[config.mk]
export PLATFORM = sky130hd
export DESIGN_NAME = modbus_tcp_rtu_gateway_framer_top
export DESIGN_NICKNAME = d
export VERILOG_FILES = /design/src/mtrg_pkg.sv /design/src/modbus_tcp_rtu_gateway_framer_top.sv /design/src/mtrg_front.sv /design/src/mtrg_cmd_fifo.sv /design/src/mtrg_back.sv
export SDC_FILE = /design/constraint.sdc
export NUM_CORES = 2
export LEC_CHECK = 0
export BUFFER_PORTS_ARGS = -buffer_cell sky130_fd_sc_hd__buf_2
export CAP_MARGIN = 20
export CORE_UTILIZATION = 60
export CTS_BUF_LIST = sky130_fd_sc_hd__clkbuf_2
export DETAILED_ROUTE_END_ITERATION = 12
export PLACE_DENSITY = 0.78
export SYNTH_ARGS = -nofsm -noshare
export SYNTH_HDL_FRONTEND = slang
export SYNTH_SLANG_ARGS = --single-unit
[constraint.sdc]
create_clock -name clk -period 5.3 [get_ports clk]
set_clock_uncertainty 0.15 [all_clocks]
set_input_delay 0.795 -clock clk [delete_from_list [all_inputs] [get_ports clk]]
set_output_delay 0.795 -clock clk [all_outputs]
set_load 0.1 [all_outputs]
[src/mtrg_pkg.sv]
package mtrg_pkg;

  // Reply buffer geometry
  localparam int REPLY_DEPTH = 256;
  localparam int IDX_W       = $clog2(REPLY_DEPTH);
  localparam int CNT_W       = $clog2(REPLY_DEPTH + 1);

  // Command queue geometry
  localparam int QDEPTH = 4;
  localparam int QPTR_W = $clog2(QDEPTH);
  localparam int QCNT_W = $clog2(QDEPTH + 1);

  // Protocol constants
  localparam logic [15:0] CRC_INIT = 16'hFFFF;
  localparam logic [15:0] CRC_POLY = 16'hA001;
  localparam logic [7:0]  LEN_MIN  = 8'd2;
  localparam logic [7:0]  LEN_MAX  = 8'd253;
  localparam logic [7:0]  EXC_FLAG = 8'h80;
  localparam logic [7:0]  EXC_CODE = 8'h0B;
  localparam logic [7:0]  EXC_LEN  = 8'd3;
  localparam logic [8:0]  HDR_LEN  = 9'd6;
  localparam int          MIN_REPLY = 4;

  // Result port codes
  localparam logic [1:0] PORT_BUS    = 2'd0;
  localparam logic [1:0] PORT_TCP    = 2'd1;
  localparam logic [1:0] PORT_STATUS = 2'd2;

  // Result status codes
  localparam logic [1:0] ST_OK      = 2'd0;
  localparam logic [1:0] ST_BAD_LEN = 2'd1;
  localparam logic [1:0] ST_EXC     = 2'd2;

  // Input item kinds
  typedef enum logic [1:0] {
    KIND_REQ = 2'd0,
    KIND_REP = 2'd1,
    KIND_EOR = 2'd2,
    KIND_DRN = 2'd3
  } kind_t;

  // Commands handed from the front to the back
  typedef enum logic [2:0] {
    CMD_BAD_LEN  = 3'd0,
    CMD_REQ_BYTE = 3'd1,
    CMD_REQ_LAST = 3'd2,
    CMD_EXC      = 3'd3,
    CMD_HDR      = 3'd4,
    CMD_DRAIN    = 3'd5
  } cmd_op_t;

  typedef struct packed {
    cmd_op_t     op;
    logic [15:0] w16;   // tid, request CRC or payload length
    logic [7:0]  b0;    // data byte, unit id, tid high byte or drained byte
    logic [7:0]  b1;    // function code or tid low byte
    logic        last;  // final drained byte
  } cmd_t;

  // One byte of the Modbus CRC-16 (reflected)
  function automatic logic [15:0] crc_byte(input logic [15:0] crc, input logic [7:0] b);
    logic [15:0] c;
    c = crc ^ {8'h00, b};
    for (int i = 0; i < 8; i++) begin
      c = c[0] ? ((c >> 1) ^ CRC_POLY) : (c >> 1);
    end
    return c;
  endfunction

endpackage

[src/modbus_tcp_rtu_gateway_framer_top.sv]
// Channel | Handshake             | Fields
// input   | in_valid / in_ready   | in_kind, in_data
// result  | out_valid / out_ready | out_port, out_byte, out_last, out_status
//
// The front takes one transaction per cycle unless stalled, updates framer state and the reply buffer,
// and registers any command it yields, which then enters a four-entry queue.
// The back expands each command into one to nine results, one per cycle unless out_ready stalls it;
// the first result passes through the command register, the queue entry and the output register.
// Reset is synchronous, active low; the reply buffer is not cleared.
// The front stalls only when the queue is full; the back only on out_ready.
module modbus_tcp_rtu_gateway_framer_top (
  input  logic       clk,
  input  logic       rst_n,
  input  logic       in_valid,
  output logic       in_ready,
  input  logic [1:0] in_kind,
  input  logic [7:0] in_data,
  output logic       out_valid,
  input  logic       out_ready,
  output logic [1:0] out_port,
  output logic [7:0] out_byte,
  output logic       out_last,
  output logic [1:0] out_status
);
  import mtrg_pkg::*;

  logic cf_valid;
  logic cf_ready;
  cmd_t cf_cmd;
  logic cb_valid;
  logic cb_ready;
  cmd_t cb_cmd;

  mtrg_front u_front (
    .clk       (clk),
    .rst_n     (rst_n),
    .in_valid  (in_valid),
    .in_ready  (in_ready),
    .in_kind   (in_kind),
    .in_data   (in_data),
    .cmd_valid (cf_valid),
    .cmd_ready (cf_ready),
    .cmd       (cf_cmd)
  );

  mtrg_cmd_fifo u_fifo (
    .clk        (clk),
    .rst_n      (rst_n),
    .push_valid (cf_valid),
    .push_ready (cf_ready),
    .push_cmd   (cf_cmd),
    .pop_valid  (cb_valid),
    .pop_ready  (cb_ready),
    .pop_cmd    (cb_cmd)
  );

  mtrg_back u_back (
    .clk        (clk),
    .rst_n      (rst_n),
    .cmd_valid  (cb_valid),
    .cmd_ready  (cb_ready),
    .cmd        (cb_cmd),
    .out_valid  (out_valid),
    .out_ready  (out_ready),
    .out_port   (out_port),
    .out_byte   (out_byte),
    .out_last   (out_last),
    .out_status (out_status)
  );

endmodule

[src/mtrg_front.sv]
module mtrg_front (
  input  logic              clk,
  input  logic              rst_n,
  input  logic              in_valid,
  output logic              in_ready,
  input  logic [1:0]        in_kind,
  input  logic [7:0]        in_data,
  output logic              cmd_valid,
  input  logic              cmd_ready,
  output mtrg_pkg::cmd_t    cmd
);
  import mtrg_pkg::*;

  logic [8:0]       req_pos_r, req_pos_nxt;
  logic [15:0]      tid_r, tid_nxt;
  logic [7:0]       pdu_len_r, pdu_len_nxt;
  logic [7:0]       unit_r, unit_nxt;
  logic [7:0]       func_r, func_nxt;
  logic [15:0]      req_crc_r, req_crc_nxt;
  logic [15:0]      rep_crc_r, rep_crc_nxt;
  logic [CNT_W-1:0] rep_cnt_r, rep_cnt_nxt;
  logic [IDX_W-1:0] drn_idx_r, drn_idx_nxt;
  logic             drn_pend_r, drn_pend_nxt;

  logic [7:0]       mem [REPLY_DEPTH];
  logic [7:0]       mem_rd_r;

  logic             s1_v_r;
  cmd_t             s1_r;
  cmd_t             cmd_nxt;
  logic             emit;
  logic             wr_en;
  logic             rd_en;
  logic             acc;
  kind_t            kind;
  logic [15:0]      crc_n;
  logic [CNT_W-1:0] plen;
  logic [CNT_W-1:0] idx_inc;

  assign kind     = kind_t'(in_kind);
  assign in_ready = !s1_v_r || cmd_ready;
  assign acc      = in_valid && in_ready;
  assign crc_n    = crc_byte(req_crc_r, in_data);
  assign plen     = rep_cnt_r - CNT_W'(2);
  assign idx_inc  = CNT_W'(drn_idx_r) + CNT_W'(1);

  // Classify the transaction and work out the next framer state
  always_comb begin
    req_pos_nxt  = req_pos_r;
    tid_nxt      = tid_r;
    pdu_len_nxt  = pdu_len_r;
    unit_nxt     = unit_r;
    func_nxt     = func_r;
    req_crc_nxt  = req_crc_r;
    rep_crc_nxt  = rep_crc_r;
    rep_cnt_nxt  = rep_cnt_r;
    drn_idx_nxt  = drn_idx_r;
    drn_pend_nxt = drn_pend_r;
    cmd_nxt      = '0;
    emit         = 1'b0;
    wr_en        = 1'b0;
    rd_en        = 1'b0;
    unique case (kind)
      KIND_REQ: begin
        if (req_pos_r < 9'd6) begin
          req_pos_nxt = req_pos_r + 9'd1;
          priority if (req_pos_r == 9'd0) begin
            tid_nxt = {in_data, 8'h00};
          end else if (req_pos_r == 9'd1) begin
            tid_nxt = {tid_r[15:8], in_data};
          end else if (req_pos_r == 9'd4) begin
            pdu_len_nxt = in_data;
          end else if (req_pos_r == 9'd5) begin
            if (pdu_len_r != 8'd0 || in_data < LEN_MIN || in_data > LEN_MAX) begin
              req_pos_nxt = 9'd0;
              emit        = 1'b1;
              cmd_nxt.op  = CMD_BAD_LEN;
            end else begin
              pdu_len_nxt = in_data;
              req_crc_nxt = CRC_INIT;
            end
          end else begin
            req_pos_nxt = req_pos_r + 9'd1;
          end
        end else begin
          if (req_pos_r == 9'd6) unit_nxt = in_data;
          if (req_pos_r == 9'd7) func_nxt = in_data;
          req_crc_nxt = crc_n;
          emit        = 1'b1;
          cmd_nxt.b0  = in_data;
          cmd_nxt.w16 = crc_n;
          if (req_pos_r - 9'd5 >= {1'b0, pdu_len_r}) begin
            // Close the request frame and flush the reply side
            cmd_nxt.op   = CMD_REQ_LAST;
            req_pos_nxt  = 9'd0;
            rep_cnt_nxt  = '0;
            rep_crc_nxt  = CRC_INIT;
            drn_pend_nxt = 1'b0;
            drn_idx_nxt  = '0;
          end else begin
            cmd_nxt.op  = CMD_REQ_BYTE;
            req_pos_nxt = req_pos_r + 9'd1;
          end
        end
      end
      KIND_REP: begin
        if (!drn_pend_r && rep_cnt_r < CNT_W'(REPLY_DEPTH)) begin
          wr_en       = 1'b1;
          rep_cnt_nxt = rep_cnt_r + CNT_W'(1);
          rep_crc_nxt = crc_byte(rep_crc_r, in_data);
        end
      end
      KIND_EOR: begin
        if (!drn_pend_r) begin
          emit        = 1'b1;
          cmd_nxt.w16 = tid_r;
          if (rep_cnt_r < CNT_W'(MIN_REPLY) || rep_crc_r != 16'h0000) begin
            cmd_nxt.op  = CMD_EXC;
            cmd_nxt.b0  = unit_r;
            cmd_nxt.b1  = func_r;
            rep_cnt_nxt = '0;
            rep_crc_nxt = CRC_INIT;
          end else begin
            cmd_nxt.op   = CMD_HDR;
            cmd_nxt.b0   = tid_r[15:8];
            cmd_nxt.b1   = tid_r[7:0];
            cmd_nxt.w16  = 16'(plen);
            drn_pend_nxt = 1'b1;
            drn_idx_nxt  = '0;
          end
        end
      end
      KIND_DRN: begin
        if (drn_pend_r) begin
          emit         = 1'b1;
          rd_en        = 1'b1;
          cmd_nxt.op   = CMD_DRAIN;
          cmd_nxt.last = (idx_inc >= plen);
          if (idx_inc >= plen) begin
            drn_pend_nxt = 1'b0;
            drn_idx_nxt  = '0;
            rep_cnt_nxt  = '0;
            rep_crc_nxt  = CRC_INIT;
          end else begin
            drn_idx_nxt = drn_idx_r + IDX_W'(1);
          end
        end
      end
    endcase
  end

  // Advance framer state
  always_ff @(posedge clk) begin
    if (!rst_n) begin
      req_pos_r  <= '0;
      tid_r      <= '0;
      pdu_len_r  <= '0;
      unit_r     <= '0;
      func_r     <= '0;
      req_crc_r  <= CRC_INIT;
      rep_crc_r  <= CRC_INIT;
      rep_cnt_r  <= '0;
      drn_idx_r  <= '0;
      drn_pend_r <= 1'b0;
    end else if (acc) begin
      req_pos_r  <= req_pos_nxt;
      tid_r      <= tid_nxt;
      pdu_len_r  <= pdu_len_nxt;
      unit_r     <= unit_nxt;
      func_r     <= func_nxt;
      req_crc_r  <= req_crc_nxt;
      rep_crc_r  <= rep_crc_nxt;
      rep_cnt_r  <= rep_cnt_nxt;
      drn_idx_r  <= drn_idx_nxt;
      drn_pend_r <= drn_pend_nxt;
    end
  end

  // Buffer reply bytes; read a drained byte into a held register
  always_ff @(posedge clk) begin
    if (acc && wr_en) mem[rep_cnt_r[IDX_W-1:0]] <= in_data;
    if (acc && rd_en) mem_rd_r <= mem[drn_idx_r];
  end

  // Hold the classified command until the queue takes it
  always_ff @(posedge clk) begin
    if (!rst_n) begin
      s1_v_r <= 1'b0;
    end else if (in_ready) begin
      s1_v_r <= acc && emit;
    end
  end

  always_ff @(posedge clk) begin
    if (in_ready) s1_r <= cmd_nxt;
  end

  assign cmd_valid = s1_v_r;

  always_comb begin
    cmd = s1_r;
    if (s1_r.op == CMD_DRAIN) cmd.b0 = mem_rd_r;
  end

  a_pend_cnt: assert property (@(posedge clk) disable iff (!rst_n)
    drn_pend_r |-> rep_cnt_r >= CNT_W'(MIN_REPLY))
    else $error("drain pending with a short reply");

  a_idx_range: assert property (@(posedge clk) disable iff (!rst_n)
    drn_pend_r |-> CNT_W'(drn_idx_r) < plen)
    else $error("drain index past payload");

endmodule

[src/mtrg_cmd_fifo.sv]
module mtrg_cmd_fifo (
  input  logic           clk,
  input  logic           rst_n,
  input  logic           push_valid,
  output logic           push_ready,
  input  mtrg_pkg::cmd_t push_cmd,
  output logic           pop_valid,
  input  logic           pop_ready,
  output mtrg_pkg::cmd_t pop_cmd
);
  import mtrg_pkg::*;

  cmd_t              q_r [QDEPTH];
  logic [QPTR_W-1:0] wr_ptr_r;
  logic [QPTR_W-1:0] rd_ptr_r;
  logic [QCNT_W-1:0] cnt_r;
  logic              do_push;
  logic              do_pop;

  assign push_ready = cnt_r != QCNT_W'(QDEPTH);
  assign pop_valid  = cnt_r != '0;
  assign do_push    = push_valid && push_ready;
  assign do_pop     = pop_valid && pop_ready;
  assign pop_cmd    = q_r[rd_ptr_r];

  // Advance pointers and occupancy
  always_ff @(posedge clk) begin
    if (!rst_n) begin
      wr_ptr_r <= '0;
      rd_ptr_r <= '0;
      cnt_r    <= '0;
    end else begin
      if (do_push) wr_ptr_r <= wr_ptr_r + QPTR_W'(1);
      if (do_pop)  rd_ptr_r <= rd_ptr_r + QPTR_W'(1);
      if (do_push && !do_pop) cnt_r <= cnt_r + QCNT_W'(1);
      else if (do_pop && !do_push) cnt_r <= cnt_r - QCNT_W'(1);
    end
  end

  always_ff @(posedge clk) begin
    if (do_push) q_r[wr_ptr_r] <= push_cmd;
  end

  a_cnt_bound: assert property (@(posedge clk) disable iff (!rst_n)
    cnt_r <= QCNT_W'(QDEPTH))
    else $error("command queue overfilled");

endmodule

[src/mtrg_back.sv]
module mtrg_back (
  input  logic           clk,
  input  logic           rst_n,
  input  logic           cmd_valid,
  output logic           cmd_ready,
  input  mtrg_pkg::cmd_t cmd,
  output logic           out_valid,
  input  logic           out_ready,
  output logic [1:0]     out_port,
  output logic [7:0]     out_byte,
  output logic           out_last,
  output logic [1:0]     out_status
);
  import mtrg_pkg::*;

  logic [3:0] step_r, step_nxt;
  logic       out_v_r;
  logic [1:0] port_r, port_nxt;
  logic [7:0] byte_r, byte_nxt;
  logic       last_r, last_nxt;
  logic [1:0] stat_r, stat_nxt;
  logic       final_step;
  logic       load;

  assign load      = cmd_valid && (!out_v_r || out_ready);
  assign cmd_ready = load && final_step;
  assign step_nxt  = final_step ? 4'd0 : step_r + 4'd1;

  // Expand the head command into one result per step
  always_comb begin
    port_nxt   = PORT_TCP;
    byte_nxt   = 8'h00;
    last_nxt   = 1'b0;
    stat_nxt   = ST_OK;
    final_step = 1'b1;
    unique case (cmd.op)
      CMD_BAD_LEN: begin
        port_nxt = PORT_STATUS;
        stat_nxt = ST_BAD_LEN;
      end
      CMD_REQ_BYTE: begin
        port_nxt = PORT_BUS;
        byte_nxt = cmd.b0;
      end
      CMD_REQ_LAST: begin
        port_nxt   = PORT_BUS;
        final_step = step_r == 4'd2;
        last_nxt   = step_r == 4'd2;
        unique case (step_r)
          4'd0:    byte_nxt = cmd.b0;
          4'd1:    byte_nxt = cmd.w16[7:0];
          default: byte_nxt = cmd.w16[15:8];
        endcase
      end
      CMD_EXC: begin
        stat_nxt   = ST_EXC;
        final_step = step_r == 4'd8;
        last_nxt   = step_r == 4'd8;
        unique case (step_r)
          4'd0:    byte_nxt = cmd.w16[15:8];
          4'd1:    byte_nxt = cmd.w16[7:0];
          4'd5:    byte_nxt = EXC_LEN;
          4'd6:    byte_nxt = cmd.b0;
          4'd7:    byte_nxt = cmd.b1 | EXC_FLAG;
          4'd8:    byte_nxt = EXC_CODE;
          default: byte_nxt = 8'h00;
        endcase
      end
      CMD_HDR: begin
        final_step = step_r == 4'd5;
        unique case (step_r)
          4'd0:    byte_nxt = cmd.b0;
          4'd1:    byte_nxt = cmd.b1;
          4'd4:    byte_nxt = cmd.w16[15:8];
          4'd5:    byte_nxt = cmd.w16[7:0];
          default: byte_nxt = 8'h00;
        endcase
      end
      CMD_DRAIN: begin
        byte_nxt = cmd.b0;
        last_nxt = cmd.last;
      end
      default: begin
        port_nxt = PORT_STATUS;
      end
    endcase
  end

  // Step through results and hold the output register while stalled
  always_ff @(posedge clk) begin
    if (!rst_n) begin
      step_r  <= 4'd0;
      out_v_r <= 1'b0;
    end else begin
      if (load) begin
        step_r  <= step_nxt;
        out_v_r <= 1'b1;
      end else if (out_ready) begin
        out_v_r <= 1'b0;
      end
    end
  end

  always_ff @(posedge clk) begin
    if (load) begin
      port_r <= port_nxt;
      byte_r <= byte_nxt;
      last_r <= last_nxt;
      stat_r <= stat_nxt;
    end
  end

  assign out_valid  = out_v_r;
  assign out_port   = port_r;
  assign out_byte   = byte_r;
  assign out_last   = last_r;
  assign out_status = stat_r;

  a_step_bound: assert property (@(posedge clk) disable iff (!rst_n)
    step_r <= 4'd8)
    else $error("result step out of range");

  a_mid_cmd: assert property (@(posedge clk) disable iff (!rst_n)
    step_r != 4'd0 |-> cmd_valid)
    else $error("command left the queue mid expansion");

endmodule

# Word level (Yosys, flattened, before mapping)
# Memory sizes are Yosys's and may differ from the RTL's. A register that Yosys moved wholly into a read port is not among the register bits.
# Cells that the tools add are included.
[totals]
wordCells = 258
mem_bits_rw = 2192
ff_bits = 161
n_memories = 2
input_bits = 14
[memory_table]
columns = ["name", "depth", "word_bits", "rd", "rd_clocked_by_memory_dff", "wr", "line", "rtl"]
rows = [
  ["u_front.mem", 256, 8, 1, 1, 1, "mtrg_front.sv:25", "logic [7:0] mem [REPLY_DEPTH];"],
  ["u_fifo.q_r", 4, 36, 1, 1, 1, "mtrg_cmd_fifo.sv:13", "cmd_t q_r [QDEPTH];"],
]
[classes]
n_lt_le_gt_ge = 7
add_sub_neg = 11
n_bitwise = 22
n_eq_ne = 36
n_mux = 106
reduce_logical = 48
[ops]
columns = ["op", "count"]
rows = [
  ["two-way mux 16 bit", 32],
  ["two-way mux 9 bit", 14],
  ["two-way mux 8 bit", 11],
  ["case mux 16 bit (4 select lines)", 1],
  ["case mux 8 bit (4 select lines)", 2],
  ["NOT 2 -> 3 bit", 16],
  ["case mux 24 bit (2 select lines)", 1],
  ["case mux 8 bit (6 select lines)", 1],
  ["equality test 9 x 3 -> 1 bit, second input constant", 4],
  ["case mux 9 bit (4 select lines)", 1],
  ["two-way mux 35 bit", 1],
  ["XOR 16 x 8 -> 16 bit", 2],
  ["two-way mux 24 bit", 1],
  ["case mux 8 bit (3 select lines)", 1],
  ["two-way mux 1 bit", 23],
  ["AND reduction 7 bit", 3],
  ["AND reduction 4 bit", 5],
  ["adder 9 x 1 -> 9 bit, second input constant", 2],
  ["< comparator 9 x 3 -> 1 bit, second input constant", 2],
  ["equality test 4 x 3 -> 1 bit, second input constant", 4],
  ["!= test 2 bit, second input constant", 8],
  ["case mux 8 bit (2 select lines)", 1],
  ["nonzero test 16 bit", 1],
  ["two-way mux 3 bit", 4],
  ["44 further kinds", 89],
]

# Logic depth before layout (Yosys ltp)
[depth]
depth_word = 19
ltp_mapped = 16
mapped_depth_nobuf = 12

# Modules after synthesis
# A second synthesis with hierarchy kept.
[hier_totals]
hier_cells = 4800
area_unflattened_um2 = 93806.2
[modules_own_cells]
columns = ["mod", "instances", "cells_per_inst", "seq_area_each_um2", "area_per_inst_um2"]
rows = [
  ["mtrg_front", 1, 4367, 64822.2, 86392.9],
  ["mtrg_cmd_fifo", 1, 236, 4504.3, 5744.3],
  ["mtrg_back", 1, 197, 490.5, 1669.1],
]

# Worst setup path before layout
# No wires, ideal clock.
[synth_path]
kind = "register -> register"
start = "reg u_fifo.cnt_r[0]"
end = "mem u_front.mem[246][0], enable pin"
synth_period_minus_slack_ns = 4.895
setup_ns = 0.285
t_arrival_ns = 4.459
path_slack_ns = 0.405
path_stages_with_launch = 9
n_path_buf = 3
cell_sequence = "dfxtp_1 nand4bb_1 nand2_1 or4_1 clkbuf_1 or2_2 clkbuf_1 clkbuf_1 nor2_1"
[synth_via]
elab_chain_len = 6
[synth_lines]
columns = ["element", "line", "rtl"]
rows = [
  ["start: declaration", "mtrg_cmd_fifo.sv:16", "logic [QCNT_W-1:0] cnt_r;"],
  ["start signal: assignment", "mtrg_cmd_fifo.sv:35", "if (do_push && !do_pop) cnt_r <= cnt_r + QCNT_W'(1);"],
  ["start signal: assignment", "mtrg_cmd_fifo.sv:36", "else if (do_pop && !do_push) cnt_r <= cnt_r - QCNT_W'(1);"],
  ["!= test 3 bit", "mtrg_cmd_fifo.sv:20", "assign push_ready = cnt_r != QCNT_W'(QDEPTH);"],
  ["logical OR 1 bit", "mtrg_front.sv:41", "assign in_ready = !s1_v_r || cmd_ready;"],
  ["net in_ready", "modbus_tcp_rtu_gateway_framer_top.sv:15", "output logic in_ready,"],
  ["logical AND 1 bit", "mtrg_front.sv:42", "assign acc = in_valid && in_ready;"],
  ["logical AND 1 bit", "mtrg_front.sv:181", "if (acc && wr_en) mem[rep_cnt_r[IDX_W-1:0]] <= in_data;"],
  ["two-way mux 1 bit", "mtrg_front.sv:181", ""],
  ["two-way mux 1 bit (not written as such)", "mtrg_front.sv:181", ""],
  ["end: declaration", "mtrg_front.sv:25", ""],
]
# The timed path passes the listed nets, and every way through them passes these cells.

# Worst setup path after layout
[layout_path]
start = "reg u_front.rep_cnt_r[6]"
end = "reg u_front.rep_crc_r[13]"
[layout_via]
elab_chain_len = 4
elab_cells_between_ends = 10
cone_classes = "add/sub (1); order compare (3); eq/ne (3); reduce/logical (3)"
[layout_lines]
columns = ["element", "line", "rtl"]
rows = [
  ["start: declaration", "mtrg_front.sv:21", "logic [CNT_W-1:0] rep_cnt_r, rep_cnt_nxt;"],
  ["start signal: assignment", "mtrg_front.sv:173", "rep_cnt_r <= rep_cnt_nxt;"],
  ["subtractor 9 x 2 -> 9 bit (tied with other cells)", "mtrg_front.sv:44", "assign plen = rep_cnt_r - CNT_W'(2);"],
  [">= comparator 9 bit (tied with other cells)", "mtrg_front.sv:139", "if (idx_inc >= plen) begin"],
  ["!= test 2 x 1 -> 1 bit (no line)", "-", ""],
  ["AND reduction 8 bit (no line) *", "-", ""],
  ["end signal: assignment", "mtrg_front.sv:172", "rep_crc_r <= rep_crc_nxt;"],
  ["end: declaration", "mtrg_front.sv:20", "logic [15:0] rep_crc_r, rep_crc_nxt;"],
]
# Mark *: on every way between the ends. The rest lies on a longest branch, timed or not.
# A chain may end at the register's enable or synchronous reset.

==> flow_summary.toml <==
[run_status]
status = "finished clean"

[clock_tree]
cts_buffers = 579
root_buffer = "clkbuf_2"
post-cts-setup-buffer-count = 0
cts_tree = "built"
cts_resized = 0
htree_levels = 6
clkSinkCount = 2363
cts_buffer_depth = 4
clk_pin_slew_worst_paths_ns = 0.12
clkLatencyLatePin_ns = 1.80

[worst_setup_path]
worstRegToRegCells = 11
cp_max_fo = 34
slowest_delay_ns = 1.04
crit_arrival_ns = 5.73
path_cells = "nor4_2 > nand2_1 > xor2_1 > ha_1 > a21oi_1 > a21o_1 > a21oi_1 > o21ai_2 > buf_4 > o31a_1 > o311ai_1"
slowest_stage = "nor4_2"
worstSetupStartpointType = "flip-flop"
worstSetupPathType = "flip-flop to flip-flop"
cpMostUsedCell = "a21oi_1"
end_kind = "flip-flop"
required_ns = 6.66

[global_route]
grt_pass1_wl_um = 330000
grt_usage = 0.287
grt_pass1_vias = 51064
antenna_found_initial = 7
grt_max_degree = 176
overflow = 0

[timing]
finalMaxSlewViolations = 0
rsz0062_at_grt = "false"
setup_violations = 0
hold_viol_final = 0
fin_setup_tns_ns = 0
worstMarginPinSlew_ns = 1.18
relSlewSlack = 0.208
fin_crit_ns = 4.37
fin_crit_sh = 0.824
clock.fmax_ghz = 0.229

[detailed_routing]
drtAntennaViolNets = 0
routed_wl_um = 226000
routedWlPerCell_um = 28.9
dr_total_vias = 51023
drt_pre_antenna_iters = 8
drc = 0
vias_per_cell = 6.54
drt_iter0_drc = 7240

[placement]
place_hpwl_um = 133000
io_buffers = 28
place_congestion = 0.888

[yosys]
netlist_area_um2 = 94100
synthCells = 4915
synth_seq_cells = 2363
synth_top_area_cell = "edfxtp_1"
synthDominantCellAreaShare = 0.717
yosys_warnings = 0
ys_async_sr_fraction = 0
seq_area_frac_synth = 0.742
yosys-top-cells-count = "edfxtp_1 (2249), mux4_2 (507), nor2_1 (316), mux2i_1 (270), nand2_1 (224)"
synth_ff_type = "edfxtp_1"
avgSynthCellArea_um2 = 19.2
yosys.cell_types.count = 74
synth_edf_count = 2249
yosys-top-cells-area = "edfxtp_1 (72%), mux4_2 (12%), mux2i_1 (2.9%), dfxtp_1 (2.4%), nor2_1 (1.3%)"
synth_nets = 4966
yosysMostFrequentCell = "edfxtp_1"

[power_and_ir_drop]
ir_drop_v = 0.000243
total_leakage_power_nw = 32.4
power.density_nw_per_um2 = 337
p_total_mw = 34.3

[hold_path]
hp-class = "input pin to flip-flop"
hold_path_depth = 4

[floorplanning]
placement_rows = 144
dieArea_um2 = 158000
fp.dieW_um = 398
floorplan.initialDensity = 0.607
boundaryPins = 29
die_h_um = 398
core_um2 = 155000

[flow_run]
cap_violations = 0

[finish]
area_growth_pct = 8.31
fin_nets = 5427
drive_gt1_frac = 0.271
## state kept, by name (all words and copies together) (netlist names), 9 cells and up, named ones only
name               cells
u_front.mem         2048
u_fifo.q_r           144
u_front.rep_cnt_r      9
u_front.tid_r         16
u_front.cmd           28
u_front.req_crc_r     16
u_front.req_pos_r      9
u_front.rep_crc_r     16
## layout make-up
cell class              instances  area (um^2)
diodes                         11         27.5
clock buffers                 805         4030
clock inverters               152          811
fillers                     10192        53000
inverters                      27          106
multi-input cells            2228        22800
flip-flops and latches       2363        69800
well taps                    2044         2560
repair buffers                177         1770
## cell families after synthesis
| group | share of synthesized area |
|---|---|
| multiplexers | 0.151 |
| AND/OR/NAND/NOR | 0.0407 |
| flip-flops | 0.742 |
| AO/OA/AOI/OAI | 0.0372 |
| XOR/XNOR | 0.00803 |
| buffers and inverters | 0.0162 |
| adder cells (fa/ha/maj) | 0.00500 |
## metrics by stage
| step | std cells | setup slack [ns] | hold WS [ns] | util | cell area (um^2) |
|---|---|---|---|---|---|
| 2_1_floorplan | 4915 | 0.405 | 0.304 | - | 94100 |
| 3_3_place_gp | 6797 | 1.03 | 0.317 | 0.623 | 96500 |
| 3_5_place_dp | 6798 | 1.00 | 0.335 | 0.623 | 96500 |
| 4_1_cts | 7794 | 0.797 | 0.000107 | 0.658 | 102000 |
| 5_1_grt | 7805 | 0.714 | 0.0511 | 0.658 | 102000 |
| 6_report | 7807 | 0.931 | 0.162 | 0.658 | 102000 |
## timing repair
item | 4_1_cts | 5_1_grt
endpoints found under the hold margin | 1868 | 0
hold buffers | 39 | 0
setup endpoints to repair | 0 | 0
## metal layers
layer  GRT usage  routed length (um)
met1       0.393               84400
met2       0.439              107000
met3      0.0767               25900
met4       0.124                9020
met5           0                  40
## critical path, delay by kind of cell (launching register included)
family / cells / cell delay (ns)
adder cells (fa/ha/maj): 1 / 0.28
AND/OR/NAND/NOR: 2 / 1.18
flip-flops: 1 / 0.54
AO/OA/AOI/OAI: 6 / 1.45
XOR/XNOR: 1 / 0.24
buffers and inverters: 1 / 0.33
## layout by cell type (no fill, tap or decap), types with 14 or more instances in the layout
| master | n |
|---|---|
| buf_12 | 18 |
| o21ai_0 | 56 |
| a22oi_1 | 29 |
| xor2_1 | 29 |
| inv_1 | 24 |
| mux4_2 | 507 |
| ha_1 | 36 |
| nand3_1 | 72 |
| a21boi_0 | 19 |
| nand2_1 | 223 |
| a211oi_1 | 45 |
| mux2i_1 | 270 |
| dfxtp_1 | 109 |
| nor2_1 | 315 |
| edfxtp_1 | 2249 |
| clkbuf_2 | 805 |
| xnor2_1 | 47 |
| clkinv_1 | 113 |
| buf_4 | 93 |
| a22o_1 | 16 |
| inv_2 | 16 |
| buf_2 | 20 |
| dlygate4sd3_1 | 31 |
| o22ai_1 | 81 |
| o221ai_1 | 81 |
| nor3_1 | 38 |
| and2_1 | 14 |
| nand2b_1 | 18 |
| a31oi_1 | 25 |
| nor2b_1 | 51 |
| a21oi_1 | 73 |
## final timing paths
check                       startpoint                    end  slack [ns]
setup / recovery  u_front.rep_cnt_r[6]  u_front.rep_crc_r[13]        0.93
hold / removal              in_kind[0]        u_front.cmd[35]        0.16
setup reg to reg  u_front.rep_cnt_r[6]  u_front.rep_crc_r[13]        0.93
hold reg to reg        u_front.cmd[19]      u_fifo.q_r[3][19]        0.32
## power breakdown
part           switching, mW  internal (mW)  total, mW  leakage [nW]
sequential             0.106           20.5       20.6          21.3
clock                   7.05           4.44       11.5          3.75
combinational           1.54          0.668       2.21          7.30
total                   8.70           25.6       34.3          32.4
Note: power is estimated with default switching activity, not from simulation.
